--- src/rtl/core/sipf_pkg.sv ---
// Shared types, protocol constants and command tables for the servo
// instruction packet framer. No dependencies; imported by every module.
package sipf_pkg;

    localparam int unsigned ByteW   = 8;
    localparam int unsigned IdxW    = 4;   // byte index, packets are at most 11 bytes
    localparam int unsigned NparW   = 3;   // parameter count, at most 5
    localparam int unsigned ReplyW  = 4;
    localparam int unsigned OpW     = 3;
    localparam int unsigned ValueW  = 16;
    localparam int unsigned HdrLen  = 5;   // two start bytes, id, length, instruction

    localparam logic [ByteW-1:0] START_BYTE   = 8'hFF;
    localparam logic [ByteW-1:0] BROADCAST_ID = 8'hFE;
    localparam logic [ByteW-1:0] INSTR_READ   = 8'h02;
    localparam logic [ByteW-1:0] INSTR_WRITE  = 8'h03;
    localparam logic [ByteW-1:0] INSTR_RESET  = 8'h06;

    localparam logic [ByteW-1:0] ADDR_ID        = 8'h03;
    localparam logic [ByteW-1:0] ADDR_ALARM     = 8'h12;
    localparam logic [ByteW-1:0] ADDR_TORQUE_EN = 8'h18;
    localparam logic [ByteW-1:0] ADDR_TORQUE_LM = 8'h22;
    localparam logic [ByteW-1:0] ADDR_PRESENT   = 8'h24;
    localparam logic [ByteW-1:0] ADDR_GOAL      = 8'h1E;
    localparam logic [ByteW-1:0] ADDR_MOVING    = 8'h2E;
    localparam logic [ByteW-1:0] ALARM_MASK     = 8'h24;

    typedef enum logic [OpW-1:0] {
        OP_GOTO        = 3'd0,
        OP_READ_MOVING = 3'd1,
        OP_READ_POS    = 3'd2,
        OP_ALARM       = 3'd3,
        OP_TORQUE_ON   = 3'd4,
        OP_TORQUE_LIM  = 3'd5,
        OP_SET_ID      = 3'd6,
        OP_RESET       = 3'd7
    } t_op;

    typedef enum logic {
        ST_IDLE,
        ST_SEND
    } t_state;

    typedef struct packed {
        logic load;   // capture a new command
        logic emit;   // send the byte at the current index
    } t_dp_cmd;

    typedef struct packed {
        logic last;   // current index is the checksum byte
    } t_dp_status;

    function automatic logic [ByteW-1:0] op_instr(input t_op op);
        case (op)
            OP_READ_MOVING, OP_READ_POS: op_instr = INSTR_READ;
            OP_RESET:                    op_instr = INSTR_RESET;
            default:                     op_instr = INSTR_WRITE;
        endcase
    endfunction

    function automatic logic [NparW-1:0] op_nparam(input t_op op);
        case (op)
            OP_GOTO:                      op_nparam = 3'd5;
            OP_TORQUE_ON, OP_TORQUE_LIM:  op_nparam = 3'd3;
            OP_RESET:                     op_nparam = 3'd0;
            default:                      op_nparam = 3'd2;
        endcase
    endfunction

    function automatic logic [ReplyW-1:0] op_reply(input t_op op);
        case (op)
            OP_READ_MOVING:     op_reply = 4'd7;
            OP_READ_POS:        op_reply = 4'd8;
            OP_ALARM, OP_RESET: op_reply = 4'd0;
            default:            op_reply = 4'd6;
        endcase
    endfunction

    function automatic logic [ByteW-1:0] op_param(
        input t_op              op,
        input logic [ValueW-1:0] va,
        input logic [ValueW-1:0] vb,
        input logic [NparW-1:0]  k
    );
        logic [ByteW-1:0] p;
        p = 8'h00;
        case (op)
            OP_GOTO: begin
                case (k)
                    3'd0:    p = ADDR_GOAL;
                    3'd1:    p = va[7:0];
                    3'd2:    p = va[15:8];
                    3'd3:    p = vb[7:0];
                    default: p = vb[15:8];
                endcase
            end
            OP_READ_MOVING: p = (k == 3'd0) ? ADDR_MOVING : 8'h01;
            OP_READ_POS:    p = (k == 3'd0) ? ADDR_PRESENT : 8'h02;
            OP_ALARM:       p = (k == 3'd0) ? ADDR_ALARM : ALARM_MASK;
            OP_TORQUE_ON: begin
                case (k)
                    3'd0:    p = ADDR_TORQUE_EN;
                    3'd1:    p = 8'h01;
                    default: p = 8'h00;
                endcase
            end
            OP_TORQUE_LIM: begin
                case (k)
                    3'd0:    p = ADDR_TORQUE_LM;
                    3'd1:    p = va[7:0];
                    default: p = va[15:8];
                endcase
            end
            OP_SET_ID:      p = (k == 3'd0) ? ADDR_ID : va[7:0];
            default:        p = 8'h00;
        endcase
        op_param = p;
    endfunction

endpackage

--- src/rtl/core/servo_instruction_packet_framer_top.sv ---
// Servo instruction packet framer, top level: sequencer plus datapath.
// Depends on sipf_pkg, sipf_ctrl and sipf_dp.
//
// Pulse start while busy is low to frame one command. The packet then
// comes out one byte per cycle on o_tx_byte, each byte marked by o_strobe
// for a single cycle, once the sequencer state and the datapath output
// register have taken the start; the checksum byte carries o_last_byte.
// The receiver cannot stall, so it must take every strobed byte. Busy stays
// high while the packet is sent, from 6 bytes for factory reset up to 11
// for goal position with speed; a new start is taken only after that.
module servo_instruction_packet_framer_top
    import sipf_pkg::*;
(
    input  logic              i_clk,
    input  logic              i_rst_n,
    input  logic              start,
    output logic              busy,
    input  logic [OpW-1:0]    i_operation,
    input  logic [ByteW-1:0]  i_servo_id,
    input  logic [ValueW-1:0] i_value_a,
    input  logic [ValueW-1:0] i_value_b,
    output logic              o_strobe,
    output logic [ByteW-1:0]  o_tx_byte,
    output logic              o_last_byte,
    output logic [ReplyW-1:0] o_reply_length
);

    t_dp_cmd    cmd;
    t_dp_status status;

    sipf_ctrl u_ctrl (
        .i_clk    (i_clk),
        .i_rst_n  (i_rst_n),
        .i_start  (start),
        .i_status (status),
        .o_cmd    (cmd),
        .o_busy   (busy)
    );

    sipf_dp u_dp (
        .i_clk          (i_clk),
        .i_rst_n        (i_rst_n),
        .i_cmd          (cmd),
        .i_operation    (i_operation),
        .i_servo_id     (i_servo_id),
        .i_value_a      (i_value_a),
        .i_value_b      (i_value_b),
        .o_status       (status),
        .o_strobe       (o_strobe),
        .o_tx_byte      (o_tx_byte),
        .o_last_byte    (o_last_byte),
        .o_reply_length (o_reply_length)
    );

endmodule

--- src/rtl/core/sipf_ctrl.sv ---
// Sequencer for the packet framer: idle/send state machine.
// Depends on sipf_pkg for the state enum and command/status structs.
module sipf_ctrl
    import sipf_pkg::*;
(
    input  logic       i_clk,
    input  logic       i_rst_n,
    input  logic       i_start,
    input  t_dp_status i_status,
    output t_dp_cmd    o_cmd,
    output logic       o_busy
);

    t_state r_state;
    t_state n_state;

    always_ff @(posedge i_clk) begin
        if (!i_rst_n) begin
            r_state <= ST_IDLE;
        end else begin
            r_state <= n_state;
        end
    end

    always_comb begin
        n_state = r_state;
        case (r_state)
            ST_IDLE: begin
                if (i_start) begin
                    n_state = ST_SEND;
                end
            end
            ST_SEND: begin
                if (i_status.last) begin
                    n_state = ST_IDLE;
                end
            end
            default: n_state = ST_IDLE;
        endcase
    end

    always_comb begin
        o_cmd.load = 1'b0;
        o_cmd.emit = 1'b0;
        o_busy     = 1'b0;
        case (r_state)
            ST_IDLE: o_cmd.load = i_start;
            ST_SEND: begin
                o_cmd.emit = 1'b1;
                o_busy     = 1'b1;
            end
            default: o_busy = 1'b0;
        endcase
    end

endmodule

--- src/rtl/core/sipf_dp.sv ---
// Datapath for the packet framer: command capture, byte index, running
// checksum and output register. Depends on sipf_pkg for tables and structs.
module sipf_dp
    import sipf_pkg::*;
(
    input  logic              i_clk,
    input  logic              i_rst_n,
    input  t_dp_cmd           i_cmd,
    input  logic [OpW-1:0]    i_operation,
    input  logic [ByteW-1:0]  i_servo_id,
    input  logic [ValueW-1:0] i_value_a,
    input  logic [ValueW-1:0] i_value_b,
    output t_dp_status        o_status,
    output logic              o_strobe,
    output logic [ByteW-1:0]  o_tx_byte,
    output logic              o_last_byte,
    output logic [ReplyW-1:0] o_reply_length
);

    t_op               r_op;
    logic [ByteW-1:0]  r_id;
    logic [ValueW-1:0] r_va;
    logic [ValueW-1:0] r_vb;
    logic [IdxW-1:0]   r_idx;
    logic [ByteW-1:0]  r_sum;
    logic              r_strobe;
    logic [ByteW-1:0]  r_tx_byte;
    logic              r_last_byte;
    logic [ReplyW-1:0] r_reply;

    logic [NparW-1:0]  nparam;
    logic [IdxW-1:0]   last_idx;
    logic [IdxW-1:0]   par_idx;
    logic              is_last;
    logic [ByteW-1:0]  n_byte;

    assign nparam   = op_nparam(r_op);
    assign last_idx = {1'b0, nparam} + IdxW'(HdrLen);
    assign par_idx  = r_idx - IdxW'(HdrLen);
    assign is_last  = (r_idx == last_idx);
    assign o_status.last = is_last;

    always_comb begin
        if (is_last) begin
            n_byte = ~r_sum;
        end else begin
            case (r_idx)
                4'd0, 4'd1: n_byte = START_BYTE;
                4'd2:       n_byte = r_id;
                4'd3:       n_byte = {{(ByteW-NparW){1'b0}}, nparam} + 8'd2;
                4'd4:       n_byte = op_instr(r_op);
                default:    n_byte = op_param(r_op, r_va, r_vb, par_idx[NparW-1:0]);
            endcase
        end
    end

    // Capture the command; set id always goes out on the broadcast id.
    always_ff @(posedge i_clk) begin
        if (i_cmd.load) begin
            r_op <= t_op'(i_operation);
            r_id <= (t_op'(i_operation) == OP_SET_ID) ? BROADCAST_ID : i_servo_id;
            r_va <= i_value_a;
            r_vb <= i_value_b;
        end
    end

    always_ff @(posedge i_clk) begin
        if (!i_rst_n) begin
            r_idx <= '0;
        end else if (i_cmd.load) begin
            r_idx <= '0;
        end else if (i_cmd.emit) begin
            r_idx <= r_idx + 4'd1;
        end
    end

    // Accumulate from the id byte onward; start bytes stay out of the sum.
    always_ff @(posedge i_clk) begin
        if (i_cmd.load) begin
            r_sum <= '0;
        end else if (i_cmd.emit && (r_idx >= 4'd2)) begin
            r_sum <= r_sum + n_byte;
        end
    end

    always_ff @(posedge i_clk) begin
        if (!i_rst_n) begin
            r_strobe <= 1'b0;
        end else begin
            r_strobe <= i_cmd.emit;
        end
    end

    always_ff @(posedge i_clk) begin
        if (i_cmd.emit) begin
            r_tx_byte   <= n_byte;
            r_last_byte <= is_last;
            r_reply     <= op_reply(r_op);
        end
    end

    assign o_strobe       = r_strobe;
    assign o_tx_byte      = r_tx_byte;
    assign o_last_byte    = r_last_byte;
    assign o_reply_length = r_reply;

endmodule

--- config.mk ---
export PLATFORM = sky130hd
export DESIGN_NAME = servo_instruction_packet_framer_top
export DESIGN_NICKNAME = d
export VERILOG_FILES = /design/src/rtl/core/sipf_pkg.sv /design/src/rtl/core/servo_instruction_packet_framer_top.sv /design/src/rtl/core/sipf_ctrl.sv /design/src/rtl/core/sipf_dp.sv
export SDC_FILE = /design/constraint.sdc
export NUM_CORES = 1
export LEC_CHECK = 0
export ABC_AREA = 1
export BUFFER_PORTS_ARGS = -buffer_cell sky130_fd_sc_hd__buf_2
export CELL_PAD_IN_SITES_DETAIL_PLACEMENT = 1
export CELL_PAD_IN_SITES_GLOBAL_PLACEMENT = 1
export CORE_MARGIN = 3
export CORE_UTILIZATION = 44
export CTS_BUF_LIST = sky130_fd_sc_hd__clkbuf_8
export DETAILED_ROUTE_END_ITERATION = 16
export GPL_ROUTABILITY_DRIVEN = 0
export GPL_TIMING_DRIVEN = 1
export PLACE_DENSITY = 0.84
export SLEW_MARGIN = 0
export SYNTH_ARGS = -nofsm -noshare
export SYNTH_HDL_FRONTEND = slang
export SYNTH_SLANG_ARGS = --single-unit
--- constraint.sdc ---
create_clock -name i_clk -period 4 [get_ports i_clk]
set_input_delay 0.2 -clock i_clk [delete_from_list [all_inputs] [get_ports i_clk]]
set_output_delay 0.2 -clock i_clk [all_outputs]
set_load 0.01 [all_outputs]
==> results.yml <==
grt:
  grt_max_degree: 28
  grt_busiest_layer: "met2"
  antenna_found_initial: 0
  use_met1_pct: 26.0
  grt_pass1_wl_microns: 16100
  met2_usage_pct: 36.8
  overflow: 0
  grt_pass1_vias: 3290
  use_met3_pct: 4.09
  track_usage_pct: 21.2
yosys:
  synth.net_count: 449
  ys_seq_area_share_pct: 52.6
  ys_seq_elements: 69
  ys_types: 40
  yosysMostFrequentCell: "nand2_1"
  synth-warning-count: 0
  syn_area_sq_um: 3670
  yosys.area.top_type: "edfxtp_1"
  synthTopCellsByArea: "edfxtp_1 (45%), nand2_1 (9.2%), dfxtp_1 (7.6%)"
  synth_common_cells: "nand2_1 (90), edfxtp_1 (55), inv_1 (42), nor2_1 (26), a21oi_1 (25)"
  syn-mean-instance-area_sq_um: 9.49
  postSynthCellCount: 387
  synthArstFlopShare_pct: 0
  synth_top_area_share_pct: 45.0
  synth_edf_count: 55
  synth_ff_type: "edfxtp_1"
sta:
  max_freq_mhz: 264
  clock-skew-final_ps: 16.1
  slew_viol_final: 0
  min_period_ps: 3790
  setup_viol: 0
  worst_pin_slew_ps: 828
  post-route-period-util_pct: 94.9
  timing.final.ws_setup_ps: 206
  hold_violations: 0
  whs_ps: 6.43
  relSlewSlack_pct: 44.7
place:
  hpwl_microns: 7330
  port_buffers: 60
  place_ws_ps: -94.9
route:
  ant_nets: 0
  vias: 3160
  finalWirelength_microns: 10100
  drc: 0
  avgRoutedWirePerCell_microns: 17.4
  vias_per_cell: 5.44
  drt_iter0_markers: 120
  dr.pass1.iters: 4
final_layout:
  syn2layout_area_growth_pct: 22.8
  antenna_cells: 0
  final_nets: 536
  drive_gt1_share_pct: 28.6
worst_setup_path:
  worst_r2r_path_depth: 22
  r2r_slack_ps: 210
  r2r-start: "u_dp.r_op[0]"
  critPathMaxFanout: 9
  worstSetupStartpointType: "flip-flop"
  path_class: "flip-flop to flip-flop"
  arrival_ps: 4050
  r2r_end: "u_dp.r_sum[6]"
  cp-end-kind: "flip-flop"
  cp.required_ps: 4250
cts:
  numCtsBuffers: 9
  clk_latency_ps: 370
  cts_max_level: 3
  cts_tree: "yes"
  cts_sinks: 69
  cts_buffer_depth: 2
  clockRootBuffer: "clkbuf_8"
  path_clk_slew_ps: 80
min_path:
  hold_class: "primary input to flip-flop"
  hold_depth: 1
  worstHoldEndpoint: "u_dp.r_va[13]"
  min_from: "i_value_a[13]"
floorplanning:
  io_pins: 61
  core_sq_um: 7930
  dieArea_sq_um: 9480
  start_util_pct: 46.3
  dieWidth_microns: 97.4
  rows: 32
  die_h_microns: 97.4
job:
  drv_cap: 0
pwr:
  peakVddDrop_uv: 188
  cellLeakagePower_nw: 1.98
  powerDensity_nw_per_um2: 413
status:
  status: "finished clean"
==> worst max path at each step <==
| stage | startpoint | end | slack (ps) | cells after the start |
|---|---|---|---|---|
| 2_1_floorplan | u_dp.r_op[2] | u_dp.r_sum[6] | 530 | 20 |
| 3_3_place_gp | u_dp.r_op[2] | u_dp.r_sum[6] | 320 | 22 |
| 3_5_place_dp | u_dp.r_op[2] | u_dp.r_sum[6] | -90 | 22 |
| 4_1_cts | u_dp.r_op[2] | u_dp.r_sum[6] | 30 | 22 |
| 5_1_grt | u_dp.r_op[0] | u_dp.r_sum[6] | -30 | 22 |
| 6_report | u_dp.r_op[0] | u_dp.r_sum[6] | 210 | 22 |
==> area by class of cell <==
type	instances	area [sq um]
Timing Repair Buffer	79	455
Sequential cell	69	1930
Inverter	49	186
Fill cell	926	3420
Multi-Input combinational cell	266	1590
Tap cell	102	128
Clock inverter	7	97.6
Clock buffer	9	124
==> kinds of logic after synthesis <==
kind of cell,after synthesis,share of synthesized area (%)
compound gates,71,12.4
simple gates,175,23.0
flops,69,52.6
buf+inv,52,5.45
fa+ha+maj,16,5.66
xor+xnor,4,0.954
==> report_power, final <==
part / internal, mW / switching [mW] / total, mW
clock network: 0.354 / 0.295 / 0.649
registers: 0.837 / 0.0224 / 0.860
logic: 0.128 / 0.225 / 0.352
==> critical path, cell delays in order, from the launching register on <==
cell and delay [ps]:
edfxtp_1 450, buf_4 180, nor2_4 160, nand2_4 100
inv_4 120, ha_1 250, or2_1 220, o211ai_1 100
nor2_2 70, nand3_4 90, o211ai_1 120, a21oi_2 150
a21oi_1 90, ha_1 240, fa_2 370, nand2_1 70
nand2_1 60, a21oi_2 150, o21ai_0 110, a21oi_1 240
nor2_1 70, o221ai_1 190, inv_1 60
==> cell usage in the layout, fill, tap and decap left out, types with 2 or more instances in the layout <==
cell | Yosys | final
nand3_1 | 16 | 16
or2_1 | 2 | 2
a21oi_2 | 0 | 2
o21ai_0 | 19 | 19
edfxtp_1 | 55 | 55
nor2_2 | 3 | 3
nand2_1 | 90 | 89
a221oi_1 | 4 | 4
nand2_2 | 8 | 9
ha_1 | 15 | 14
nand3_2 | 4 | 3
buf_2 | 1 | 60
o211ai_1 | 3 | 3
inv_2 | 6 | 7
bufinv_16 | 0 | 2
nor3_1 | 5 | 4
nand2_4 | 4 | 4
a211oi_1 | 4 | 4
or2_2 | 7 | 7
dfxtp_1 | 14 | 14
nand4_1 | 6 | 6
a31oi_1 | 3 | 2
buf_4 | 1 | 14
o221ai_1 | 4 | 4
clkbuf_8 | 0 | 9
inv_6 | 0 | 2
a31oi_2 | 1 | 2
nor2_1 | 26 | 25
nor2_4 | 1 | 2
o2111ai_1 | 4 | 4
nand3_4 | 1 | 2
xor2_1 | 3 | 3
dlygate4sd3_1 | 0 | 5
inv_1 | 42 | 42
a21oi_1 | 25 | 23
==> per-stage QoR <==
stage               utilization [%]  instances  total power [mW]  setup TNS, ps  instance area (sq um)
floorplan                         -        387              1.08              0                   3670
global placement               52.2        553              1.18              0                   4140
detailed placement             52.2        553              1.20          -94.9                   4140
CTS                            55.2        570              1.85              0                   4370
global route                   56.9        581              1.95          -28.3                   4510
finish                         56.9        581              1.86              0                   4510
==> state kept, by name, indices dropped and copies added, names as in the netlist <==
signal and cells:
u_dp.r_va 16, u_dp.o_reply_length 3, u_dp.o_strobe 1, u_ctrl.r_state 1, u_dp.r_vb 16, u_dp.r_sum 8, u_dp.o_last_byte 1, u_dp.r_id 8
u_dp.o_tx_byte 8, u_dp.r_op 3, u_dp.r_idx 4
==> routing by layer <==
layer	vias to the layer above	routed length (microns)
met5	-	0
met1	1554	4270
li1	1508	-
met2	73	5180
met3	25	444
met4	0	231
==> timing repair <==
action,4_1_cts,5_1_grt
gates resized for setup,2,12
setup buffers,0,7
endpoints found under the setup margin,2,3
hold buffers,1,4
pin swaps,0,4
endpoints found under the hold margin,1,4
Note: power is estimated with default switching activity, not from simulation.
